File: src/rtl/tkh_pkg.sv
package tkh_pkg;

    localparam int ID_W     = 32;
    localparam int DIST_W   = 31;
    localparam int KEEP_W   = 5;
    localparam int CMD_W    = 2;
    localparam int KIND_W   = 2;

    // Reset value of the kept-count register.
    localparam logic [KEEP_W-1:0] KEEP_RESET = 5'd16;

    // Distance bits of positive infinity, the threshold of a heap not yet full.
    localparam logic [DIST_W-1:0] INF_DIST = 31'h7F80_0000;

    // Command codes of an input request.
    localparam logic [CMD_W-1:0] CMD_PUSH  = 2'd0;
    localparam logic [CMD_W-1:0] CMD_DRAIN = 2'd1;
    localparam logic [CMD_W-1:0] CMD_CLEAR = 2'd2;

    // Kind codes of a result request.
    localparam logic [KIND_W-1:0] KIND_REPLY = 2'd0;
    localparam logic [KIND_W-1:0] KIND_ENTRY = 2'd1;
    localparam logic [KIND_W-1:0] KIND_EMPTY = 2'd2;

    // One heap slot.
    typedef struct packed {
        logic [ID_W-1:0]   id;
        logic [DIST_W-1:0] distance;
    } t_entry;

    // One result as held in the output register.
    typedef struct packed {
        logic [KIND_W-1:0] kind;
        logic [ID_W-1:0]   entry_id;
        logic [DIST_W-1:0] entry_distance;
        logic [DIST_W-1:0] threshold;
        logic              is_full;
        logic              last;
    } t_result;

    // Sequencer states.
    typedef enum logic [3:0] {
        S_IDLE,
        S_SU_RD,
        S_SU_CMP,
        S_SD_RDL,
        S_SD_RDR,
        S_SD_CMP,
        S_PUSH_REPLY,
        S_DR_CHK,
        S_DR_SWAP,
        S_EM_RD,
        S_EM_LD,
        S_DR_EMPTY
    } t_state;

endpackage

File: src/rtl/tkh_ifs.sv
// Input request channel: command and candidate.
interface tkh_in_if;
    import tkh_pkg::*;

    logic              valid;
    logic              ready;
    logic [CMD_W-1:0]  cmd;
    logic [ID_W-1:0]   item_id;
    logic [DIST_W-1:0] distance;

    modport source (output valid, output cmd, output item_id, output distance, input ready);
    modport sink   (input valid, input cmd, input item_id, input distance, output ready);
endinterface

// Result request channel.
interface tkh_out_if;
    import tkh_pkg::*;

    logic              valid;
    logic              ready;
    logic [KIND_W-1:0] kind;
    logic [ID_W-1:0]   entry_id;
    logic [DIST_W-1:0] entry_distance;
    logic [DIST_W-1:0] threshold;
    logic              is_full;
    logic              last;

    modport source (output valid, output kind, output entry_id, output entry_distance,
                    output threshold, output is_full, output last, input ready);
    modport sink   (input valid, input kind, input entry_id, input entry_distance,
                    input threshold, input is_full, input last, output ready);
endinterface

// Configuration write channel for the kept-count register.
interface tkh_cfg_if;
    import tkh_pkg::*;

    logic              valid;
    logic              ready;
    logic [KEEP_W-1:0] data;

    modport source (output valid, output data, input ready);
    modport sink   (input valid, input data, output ready);
endinterface

File: src/rtl/tkh_ram.sv
module tkh_ram #(
    parameter int WIDTH = 8,
    parameter int DEPTH = 16,
    localparam int AW = (DEPTH > 1) ? $clog2(DEPTH) : 1
) (
    input  logic             i_clk,
    input  logic             i_we,
    input  logic [AW-1:0]    i_waddr,
    input  logic [WIDTH-1:0] i_wdata,
    input  logic             i_re,
    input  logic [AW-1:0]    i_raddr,
    output logic [WIDTH-1:0] o_rdata
);

    logic [WIDTH-1:0] r_mem [DEPTH];
    logic [WIDTH-1:0] r_rdata;

    // Write port.
    always_ff @(posedge i_clk) begin
        if (i_we) begin
            r_mem[i_waddr] <= i_wdata;
        end
    end

    // Registered read port; the data holds until the next read.
    always_ff @(posedge i_clk) begin
        if (i_re) begin
            r_rdata <= r_mem[i_raddr];
        end
    end

    assign o_rdata = r_rdata;

endmodule

File: src/rtl/top_k_max_heap.sv
// Top-k selector: keeps the keep_count smallest distances pushed so far, with
// their ids, as a binary max-heap in one single-port-read RAM, so the root is
// the current k-th distance. Every push answers with that threshold (or
// infinity while the heap is not full); a drain heap-sorts the RAM in place,
// returns the entries in ascending order with last on the final one, and
// empties the heap; a drain of an empty heap returns one empty marker; a
// clear empties the heap. Input ready is high only while the sequencer is
// idle. The heap RAM's one read port sets the pace: a push that adds an
// entry sifts up with a parent read and then a compare per level, a push
// that replaces the root sifts down with a left read, a right read while
// the right child is live and then a compare per level, and each push ends
// with its reply. A drain sorts the RAM, then reads and returns each entry.
// The fill count alone says which slots are valid, so the RAM needs no
// clearing pass after reset. A copy of the root slot lives in registers.
module top_k_max_heap #(
    parameter int MAX_K = 16
) (
    input  logic          i_clk,
    input  logic          i_rst_n,
    tkh_in_if.sink        i_in,
    tkh_out_if.source     o_out,
    tkh_cfg_if.sink       i_cfg
);
    import tkh_pkg::*;

    localparam int AW   = (MAX_K > 1) ? $clog2(MAX_K) : 1;
    localparam int CW   = $clog2(MAX_K + 1);
    localparam int IXW  = CW + 1;
    localparam int CMPW = (CW > KEEP_W) ? CW : KEEP_W;
    localparam int EW   = ID_W + DIST_W;

    t_state            r_state, n_state;
    logic [CW-1:0]     r_fill, n_fill;
    logic [KEEP_W-1:0] r_keep;
    logic [AW-1:0]     r_i, n_i;
    logic [CW-1:0]     r_size, n_size;
    logic [AW-1:0]     r_idx, n_idx;
    t_entry            r_v, n_v;
    t_entry            r_left, n_left;
    t_entry            r_root;
    logic              r_drain, n_drain;
    t_result           r_out, n_out;
    logic              r_out_valid;
    logic              out_load;

    logic              ram_we;
    logic [AW-1:0]     ram_waddr;
    t_entry            ram_wdata;
    logic              ram_re;
    logic [AW-1:0]     ram_raddr;
    logic [EW-1:0]     ram_rdata_raw;
    t_entry            rdata;

    logic [CW-1:0]     eff_k;
    logic [CMPW-1:0]   keep_x;
    logic [IXW-1:0]    left_x, right_x;
    logic              left_in, right_in;
    logic [AW-1:0]     parent;
    logic              out_free;
    logic              in_acc;
    logic              is_last;
    logic              full;
    logic              big_left;
    t_entry            big_e;

    // Heap storage.
    tkh_ram #(
        .WIDTH (EW),
        .DEPTH (MAX_K)
    ) u_heap (
        .i_clk   (i_clk),
        .i_we    (ram_we),
        .i_waddr (ram_waddr),
        .i_wdata (ram_wdata),
        .i_re    (ram_re),
        .i_raddr (ram_raddr),
        .o_rdata (ram_rdata_raw)
    );

    assign rdata = t_entry'(ram_rdata_raw);

    // Effective k: zero acts as one, values above the depth act as the depth.
    always_comb begin
        keep_x = CMPW'(r_keep);
        if (r_keep == '0) begin
            eff_k = CW'(1);
        end else if (keep_x > CMPW'(MAX_K)) begin
            eff_k = CW'(MAX_K);
        end else begin
            eff_k = CW'(keep_x);
        end
    end

    // Tree navigation around the current hole.
    assign left_x   = IXW'({r_i, 1'b1});
    assign right_x  = left_x + IXW'(1);
    assign left_in  = left_x < IXW'(r_size);
    assign right_in = right_x < IXW'(r_size);
    assign parent   = (r_i - AW'(1)) >> 1;

    assign out_free = !r_out_valid || o_out.ready;
    assign in_acc   = i_in.valid && i_in.ready;
    assign is_last  = (CW'(r_idx) + CW'(1)) == r_fill;
    assign full     = r_fill >= eff_k;
    assign big_left = r_left.distance > r_v.distance;
    assign big_e    = big_left ? r_left : r_v;

    assign i_in.ready = (r_state == S_IDLE);
    assign i_cfg.ready = 1'b1;

    // Sequencer: every RAM write and the read that follows it sit in different
    // cycles, and no step reads a slot written in the same cycle.
    always_comb begin
        n_state   = r_state;
        n_fill    = r_fill;
        n_i       = r_i;
        n_size    = r_size;
        n_idx     = r_idx;
        n_v       = r_v;
        n_left    = r_left;
        n_drain   = r_drain;
        n_out     = r_out;
        out_load  = 1'b0;
        ram_we    = 1'b0;
        ram_waddr = r_i;
        ram_wdata = r_v;
        ram_re    = 1'b0;
        ram_raddr = r_idx;

        unique case (r_state)
            S_IDLE: begin
                if (in_acc) begin
                    case (i_in.cmd)
                        CMD_PUSH: begin
                            n_v.id       = i_in.item_id;
                            n_v.distance = i_in.distance;
                            if (r_fill < eff_k) begin
                                n_i     = AW'(r_fill);
                                n_fill  = r_fill + CW'(1);
                                n_state = S_SU_RD;
                            end else if (i_in.distance < r_root.distance) begin
                                n_i     = '0;
                                n_size  = r_fill;
                                n_drain = 1'b0;
                                n_state = S_SD_RDL;
                            end else begin
                                n_state = S_PUSH_REPLY;
                            end
                        end
                        CMD_DRAIN: begin
                            if (r_fill == '0) begin
                                n_state = S_DR_EMPTY;
                            end else begin
                                n_size  = r_fill;
                                n_drain = 1'b1;
                                n_state = S_DR_CHK;
                            end
                        end
                        CMD_CLEAR: begin
                            n_fill = '0;
                        end
                        default: begin
                        end
                    endcase
                end
            end

            S_SU_RD: begin
                if (r_i == '0) begin
                    ram_we  = 1'b1;
                    n_state = S_PUSH_REPLY;
                end else begin
                    ram_re    = 1'b1;
                    ram_raddr = parent;
                    n_state   = S_SU_CMP;
                end
            end

            S_SU_CMP: begin
                ram_we = 1'b1;
                if (r_v.distance <= rdata.distance) begin
                    n_state = S_PUSH_REPLY;
                end else begin
                    ram_wdata = rdata;
                    n_i       = parent;
                    n_state   = S_SU_RD;
                end
            end

            S_SD_RDL: begin
                if (left_in) begin
                    ram_re    = 1'b1;
                    ram_raddr = AW'(left_x);
                    n_state   = S_SD_RDR;
                end else begin
                    ram_we  = 1'b1;
                    n_state = r_drain ? S_DR_CHK : S_PUSH_REPLY;
                end
            end

            S_SD_RDR: begin
                n_left = rdata;
                if (right_in) begin
                    ram_re    = 1'b1;
                    ram_raddr = AW'(right_x);
                    n_state   = S_SD_CMP;
                end else if (rdata.distance > r_v.distance) begin
                    ram_we    = 1'b1;
                    ram_wdata = rdata;
                    n_i       = AW'(left_x);
                    n_state   = S_SD_RDL;
                end else begin
                    ram_we  = 1'b1;
                    n_state = r_drain ? S_DR_CHK : S_PUSH_REPLY;
                end
            end

            S_SD_CMP: begin
                ram_we = 1'b1;
                if (rdata.distance > big_e.distance) begin
                    ram_wdata = rdata;
                    n_i       = AW'(right_x);
                    n_state   = S_SD_RDL;
                end else if (big_left) begin
                    ram_wdata = r_left;
                    n_i       = AW'(left_x);
                    n_state   = S_SD_RDL;
                end else begin
                    n_state = r_drain ? S_DR_CHK : S_PUSH_REPLY;
                end
            end

            S_PUSH_REPLY: begin
                if (out_free) begin
                    out_load             = 1'b1;
                    n_out.kind           = KIND_REPLY;
                    n_out.entry_id       = '0;
                    n_out.entry_distance = '0;
                    n_out.threshold      = full ? r_root.distance : INF_DIST;
                    n_out.is_full        = full;
                    n_out.last           = 1'b0;
                    n_state              = S_IDLE;
                end
            end

            // Heap-sort step: swap root with last live slot, or start emitting.
            S_DR_CHK: begin
                if (r_size > CW'(1)) begin
                    ram_re    = 1'b1;
                    ram_raddr = AW'(r_size - CW'(1));
                    n_size    = r_size - CW'(1);
                    n_state   = S_DR_SWAP;
                end else begin
                    n_idx   = '0;
                    n_state = S_EM_RD;
                end
            end

            S_DR_SWAP: begin
                n_v       = rdata;
                ram_we    = 1'b1;
                ram_waddr = AW'(r_size);
                ram_wdata = r_root;
                n_i       = '0;
                n_state   = S_SD_RDL;
            end

            S_EM_RD: begin
                ram_re    = 1'b1;
                ram_raddr = r_idx;
                n_state   = S_EM_LD;
            end

            S_EM_LD: begin
                if (out_free) begin
                    out_load             = 1'b1;
                    n_out.kind           = KIND_ENTRY;
                    n_out.entry_id       = rdata.id;
                    n_out.entry_distance = rdata.distance;
                    n_out.threshold      = '0;
                    n_out.is_full        = 1'b0;
                    n_out.last           = is_last;
                    if (is_last) begin
                        n_fill  = '0;
                        n_state = S_IDLE;
                    end else begin
                        n_idx   = r_idx + AW'(1);
                        n_state = S_EM_RD;
                    end
                end
            end

            S_DR_EMPTY: begin
                if (out_free) begin
                    out_load             = 1'b1;
                    n_out.kind           = KIND_EMPTY;
                    n_out.entry_id       = '0;
                    n_out.entry_distance = '0;
                    n_out.threshold      = '0;
                    n_out.is_full        = 1'b0;
                    n_out.last           = 1'b1;
                    n_state              = S_IDLE;
                end
            end

            default: begin
                n_state = S_IDLE;
            end
        endcase
    end

    // State register.
    always_ff @(posedge i_clk) begin
        if (!i_rst_n) begin
            r_state <= S_IDLE;
        end else begin
            r_state <= n_state;
        end
    end

    // Control registers.
    always_ff @(posedge i_clk) begin
        if (!i_rst_n) begin
            r_fill      <= '0;
            r_keep      <= KEEP_RESET;
            r_drain     <= 1'b0;
            r_out_valid <= 1'b0;
        end else begin
            r_fill  <= n_fill;
            r_drain <= n_drain;
            if (i_cfg.valid && i_cfg.ready) begin
                r_keep <= i_cfg.data;
            end
            if (out_load) begin
                r_out_valid <= 1'b1;
            end else if (o_out.ready) begin
                r_out_valid <= 1'b0;
            end
        end
    end

    // Datapath registers; the root copy follows every write to slot zero.
    always_ff @(posedge i_clk) begin
        r_i    <= n_i;
        r_size <= n_size;
        r_idx  <= n_idx;
        r_v    <= n_v;
        r_left <= n_left;
        r_out  <= n_out;
        if (ram_we && ram_waddr == '0) begin
            r_root <= ram_wdata;
        end
    end

    // Result channel.
    assign o_out.valid          = r_out_valid;
    assign o_out.kind           = r_out.kind;
    assign o_out.entry_id       = r_out.entry_id;
    assign o_out.entry_distance = r_out.entry_distance;
    assign o_out.threshold      = r_out.threshold;
    assign o_out.is_full        = r_out.is_full;
    assign o_out.last           = r_out.last;

    // The fill count never passes the heap depth.
    a_fill_bound: assert property (@(posedge i_clk) disable iff (!i_rst_n)
        r_fill <= CW'(MAX_K))
        else $error("fill count above heap depth");

    // Every heap write lands inside the live part of the heap.
    a_write_live: assert property (@(posedge i_clk) disable iff (!i_rst_n)
        ram_we |-> (CW'(ram_waddr) < r_fill))
        else $error("heap write outside live slots");

    // A clear request leaves an empty heap.
    a_clear_empties: assert property (@(posedge i_clk) disable iff (!i_rst_n)
        (in_acc && i_in.cmd == CMD_CLEAR) |=> (r_fill == '0))
        else $error("clear did not empty heap");

    // A push reply never carries the last flag.
    a_reply_not_last: assert property (@(posedge i_clk) disable iff (!i_rst_n)
        (o_out.valid && o_out.kind == KIND_REPLY) |-> !o_out.last)
        else $error("push reply flagged last");

endmodule

File: src/flat_wrapper.sv
// flat-port wrapper written by rule: the top's interface ports become plain ports
module top_k_max_heap_flat import tkh_pkg::*;
#(
    parameter int MAX_K = 16
)
  (i_clk, i_rst_n, i_in_valid, i_in_cmd, i_in_item_id, i_in_distance, i_in_ready, o_out_valid, o_out_kind, o_out_entry_id, o_out_entry_distance, o_out_threshold, o_out_is_full, o_out_last, o_out_ready, i_cfg_valid, i_cfg_data, i_cfg_ready);
  tkh_in_if i_in_i ();
  tkh_out_if o_out_i ();
  tkh_cfg_if i_cfg_i ();
  input  logic i_clk;
  input  logic i_rst_n;
  input wire logic [$bits(i_in_i.valid)-1:0] i_in_valid;
  input wire logic [$bits(i_in_i.cmd)-1:0] i_in_cmd;
  input wire logic [$bits(i_in_i.item_id)-1:0] i_in_item_id;
  input wire logic [$bits(i_in_i.distance)-1:0] i_in_distance;
  output wire logic [$bits(i_in_i.ready)-1:0] i_in_ready;
  output wire logic [$bits(o_out_i.valid)-1:0] o_out_valid;
  output wire logic [$bits(o_out_i.kind)-1:0] o_out_kind;
  output wire logic [$bits(o_out_i.entry_id)-1:0] o_out_entry_id;
  output wire logic [$bits(o_out_i.entry_distance)-1:0] o_out_entry_distance;
  output wire logic [$bits(o_out_i.threshold)-1:0] o_out_threshold;
  output wire logic [$bits(o_out_i.is_full)-1:0] o_out_is_full;
  output wire logic [$bits(o_out_i.last)-1:0] o_out_last;
  input wire logic [$bits(o_out_i.ready)-1:0] o_out_ready;
  input wire logic [$bits(i_cfg_i.valid)-1:0] i_cfg_valid;
  input wire logic [$bits(i_cfg_i.data)-1:0] i_cfg_data;
  output wire logic [$bits(i_cfg_i.ready)-1:0] i_cfg_ready;
  assign i_in_i.valid = i_in_valid;
  assign i_in_i.cmd = i_in_cmd;
  assign i_in_i.item_id = i_in_item_id;
  assign i_in_i.distance = i_in_distance;
  assign i_in_ready = i_in_i.ready;
  assign o_out_valid = o_out_i.valid;
  assign o_out_kind = o_out_i.kind;
  assign o_out_entry_id = o_out_i.entry_id;
  assign o_out_entry_distance = o_out_i.entry_distance;
  assign o_out_threshold = o_out_i.threshold;
  assign o_out_is_full = o_out_i.is_full;
  assign o_out_last = o_out_i.last;
  assign o_out_i.ready = o_out_ready;
  assign i_cfg_i.valid = i_cfg_valid;
  assign i_cfg_i.data = i_cfg_data;
  assign i_cfg_ready = i_cfg_i.ready;
  top_k_max_heap #(.MAX_K(MAX_K)) u_core (.i_clk(i_clk), .i_rst_n(i_rst_n), .i_in(i_in_i), .o_out(o_out_i), .i_cfg(i_cfg_i));
endmodule
File: config.mk
export PLATFORM = sky130hd
export DESIGN_NAME = top_k_max_heap_flat
export DESIGN_NICKNAME = d
export VERILOG_FILES = /design/src/rtl/tkh_pkg.sv /design/src/rtl/tkh_ifs.sv /design/src/rtl/tkh_ram.sv /design/src/rtl/top_k_max_heap.sv /design/src/flat_wrapper.sv
export SDC_FILE = /design/constraint.sdc
export NUM_CORES = 2
export LEC_CHECK = 0
export ABC_AREA = 1
export BUFFER_PORTS_ARGS = -buffer_cell sky130_fd_sc_hd__buf_2
export CAP_MARGIN = 20
export CORE_ASPECT_RATIO = 1.75
export CORE_MARGIN = 4
export CORE_UTILIZATION = 50
export CTS_CLUSTER_DIAMETER = 80
export DETAILED_ROUTE_END_ITERATION = 12
export PLACE_DENSITY = 0.69
export SKIP_CTS_REPAIR_TIMING = 1
export SLEW_MARGIN = 20
export SYNTH_ARGS = -nofsm -noshare
export SYNTH_HDL_FRONTEND = slang
export SYNTH_SLANG_ARGS = --single-unit
File: constraint.sdc
create_clock -name i_clk -period 5.4 [get_ports i_clk]
set_input_delay 0 -clock i_clk [delete_from_list [all_inputs] [get_ports i_clk]]
set_output_delay 0 -clock i_clk [all_outputs]
set_load 0.01 [all_outputs]
==> insert_results.sql <==
INSERT INTO impl_metrics (metric_group, metric, value, unit) VALUES
('final_layout', 'finalNetCount', '6414', ''),
('synth', 'synth_largest_type_area_fraction', '0.634', ''),
('detailed_routing', 'antenna_violating_nets_post_route', '0', ''),
('cts', 'cts_tree', 'built', ''),
('floorplan', 'rows', '170', ''),
('synth', 'synth_largest_area_cell', 'edfxtp_1', ''),
('synth', 'synth.most_common_cell', 'nand2_1', ''),
('power_and_ir_drop', 'static-leakage-power', '28.4', 'nW'),
('worst_setup_path', 'critPathLaunchType', 'register', ''),
('sta', 'setup_viol', '0', ''),
('floorplan', 'initial_utilization', '0.504', ''),
('cts', 'clk_pin_slew', '0.07', 'ns'),
('power_and_ir_drop', 'cellPowerDensity', '592', 'mW/mm^2'),
('worst_setup_path', 'critical_path_peak_fanout', '26', ''),
('cts', 'cts_num_sinks', '1324', ''),
('floorplan', 'dieArea', '0.130', 'mm^2'),
('worst_setup_path', 'worst_path_arrival', '5.57', 'ns'),
('power_and_ir_drop', 'share_comb_of_total_power', '0.410', ''),
('worst_setup_path', 'crit_path_end_kind', 'register', ''),
('final_layout', 'filler_cell_count', '10231', ''),
('sta', 'fin_crit_sh', '0.943', ''),
('synth', 'synth_area_leaders', 'edfxtp_1 63%, nand2_1 8.6%, nand3_1 8.3%, inv_1 4.6%, nand3b_1 3.5%', ''),
('detailed_routing', 'drt_iter0_drc', '4974', ''),
('sta', 'setup_ws', '0.308', 'ns'),
('min_path', 'hold_path.class', 'in -> reg', ''),
('cts', 'clkLatencyLatePin', '0.77', 'ns'),
('worst_setup_path', 'setup.worst_path.class', 'reg -> reg', ''),
('detailed_routing', 'dr.pass1.iters', '8', ''),
('final_layout', 'drive_above_1_share', '0.0953', ''),
('detailed_routing', 'detail_route.drc_violations', '0', ''),
('synth', 'count_of_flip_flops_with_a_built_in_enable_after_synthesis', '1308', ''),
('synth', 'post_synth_num_cell_types', '47', ''),
('sta', 'hold-worst-slack', '0.0690', 'ns'),
('power_and_ir_drop', 'total_switching_power', '16.8', 'mW'),
('power_and_ir_drop', 'p_clk_frac', '0.211', ''),
('placed_design', 'hpwl', '101000', 'um'),
('power_and_ir_drop', 'p_seq_frac', '0.379', ''),
('global_route', 'grt_antenna_before_repair', '4', ''),
('placed_design', 'place_worst_setup_slack', '0.225', 'ns'),
('detailed_routing', 'vias_per_cell', '5.78', ''),
('power_and_ir_drop', 'intPower', '24.7', 'mW'),
('placed_design', 'globalplace.congestion', '0.952', ''),
('final_layout', 'instances_no_fill', '7929', ''),
('power_and_ir_drop', 'switching_share', '0.404', ''),
('synth', 'seq_area_frac_synth', '0.639', ''),
('floorplan', 'ios', '176', ''),
('global_route', 'first_global_vias', '43906', ''),
('synth', 'yosys_register_bits', '1324', ''),
('worst_setup_path', 'cell_with_the_largest_stage_delay_on_the_worst_path', 'edfxtp_1', ''),
('cts', 'cts_buffers', '117', ''),
('global_route', 'grtUsageTotal', '0.270', ''),
('status', 'run_status', 'finished clean', ''),
('floorplan', 'fp.dieW', '274', 'um'),
('cts', 'buffer_cell_driving_the_clock_tree_root', 'clkbuf_16', ''),
('final_layout', 'register_area', '0.0396', 'mm^2'),
('floorplan', 'die-height', '474', 'um'),
('placed_design', 'io_buffers', '174', ''),
('synth', 'synth_area_per_cell', '10.4', 'um^2'),
('power_and_ir_drop', 'vdd_drop_max', '0.000509', 'V'),
('synth', 'syn_nets', '6199', ''),
('worst_setup_path', 'crit_top_cell', 'nand2_1', ''),
('synth', 'netlist_area', '0.0619', 'mm^2'),
('worst_setup_path', 'worst_path_largest_cell_delay', '0.44', 'ns'),
('detailed_routing', 'num_vias', '45865', ''),
('worst_setup_path', 'worst_path_required', '5.87', 'ns'),
('floorplan', 'fp.coreArea', '0.123', 'mm^2'),
('sta', 'tns', '0', 'ns'),
('synth', 'post_synth_inst_count', '5981', ''),
('sta', 'final_max_slew_viol_count', '0', ''),
('run', 'maxCapViolCount', '0', ''),
('final_layout', 'postLayoutCoreUtil', '0.570', '');
## final cells by class
type                            instances  share of cell area
Sequential cell                      1324               0.565
Multi-Input combinational cell       3546               0.257
Timing Repair Buffer                  431              0.0499
Clock buffer                          125              0.0425
Inverter                              776              0.0422
Tap cell                             1634              0.0292
Clock inverter                         92              0.0146
Antenna cell                            1           0.0000357
## worst max-delay path: cells and delay by family (launching register included)
kind | cells | cell delay, ns
fa+ha+maj | 2 | 0.63
compound gates | 1 | 0.12
buf+inv | 8 | 1.45
simple gates | 16 | 2.12
flops | 1 | 0.44
## cells in the final DEF (no fill, tap or decap), drive strengths merged
cell | synthesis | layout
o221ai | 3 | 3
a31oi | 1 | 1
o22ai | 22 | 22
diode | 0 | 1
bufinv | 0 | 17
clkinv | 1 | 52
xor2 | 12 | 12
clkbuf | 107 | 125
or4 | 1 | 1
a22oi | 2 | 2
o2111ai | 4 | 4
o21ai | 188 | 188
nand2 | 1433 | 1433
buf | 228 | 345
or2 | 2 | 2
clkinvlp | 0 | 14
nor2b | 2 | 2
o2111a | 1 | 1
nor3 | 8 | 8
conb | 1 | 1
xnor2 | 2 | 2
ha | 143 | 143
o21bai | 3 | 3
edfxtp | 1308 | 1308
nor4 | 2 | 2
nand3 | 1030 | 1030
o211ai | 2 | 2
nand4 | 82 | 82
a21oi | 118 | 118
and3 | 1 | 1
dlygate4sd3 | 0 | 86
dfxtp | 16 | 16
inv | 775 | 785
nor2 | 188 | 188
a21o | 7 | 7
o21a | 1 | 1
a211oi | 1 | 1
nand3b | 286 | 286
## layer usage
metal | share of wire | global-route usage | vias to the layer above | wire length (um)
met5 | 0.000078 | 0 | - | 14
met4 | 0.049 | 0.127 | 2 | 8810
met3 | 0.097 | 0.0450 | 521 | 17500
met2 | 0.48 | 0.442 | 2529 | 85600
met1 | 0.38 | 0.352 | 21995 | 68100
li1 | - | - | 20818 | -
## cells by family after synthesis
kind of cell,share of synthesized area
and+or+nand+nor,0.227
DFF,0.639
buffers and inverters,0.0722
AOI/OAI and AO/OA,0.0304
adders and majority gates,0.0289
xor gates and xnor gates,0.00198
other,0.0000605
## metrics by stage
stage                     total power [mW]  area, um^2
final                                 41.5       70100
after global routing                  43.7       70100
after CTS                             41.1       69100
after detailed placement              32.3       65100
after global placement                32.0       65100
after floorplan                       26.5       61900
## worst paths after layout
| check | startpoint | to | slack (ns) | cells after the start |
|---|---|---|---|---|
| hold / removal | i_in_item_id[14] | u_core.r_v[45] | 0.07 | 4 |
| setup / recovery | u_core.r_v[22] | u_core.u_heap.r_mem[14][42] | 0.31 | 27 |
| setup reg to reg | u_core.r_v[22] | u_core.u_heap.r_mem[14][42] | 0.31 | 27 |
| hold reg to reg | u_core.u_heap.o_rdata[50] | u_core.r_left[50] | 0.50 | 0 |
## power groups by stage
stage | Combinational (mW) | Sequential [mW] | Clock [mW]
floorplan | 10.7 | 15.7 | 0
global placement | 16.1 | 15.9 | 0
detailed placement | 16.4 | 15.9 | 0
CTS | 16.5 | 15.7 | 8.88
global route | 18.6 | 15.8 | 9.28
finish | 17.0 | 15.7 | 8.78
## flip-flops by register name (all words and copies together), names as in the netlist, 31 cells and up
name                         flops
u_core.o_out.threshold          31
u_core.u_heap.o_rdata           63
u_core.o_out.entry_id           32
u_core.r_v                      63
u_core.r_root                   52
u_core.r_left                   63
u_core.o_out.entry_distance     31
u_core.u_heap.r_mem            956
Power figures use the tool's default switching activity.
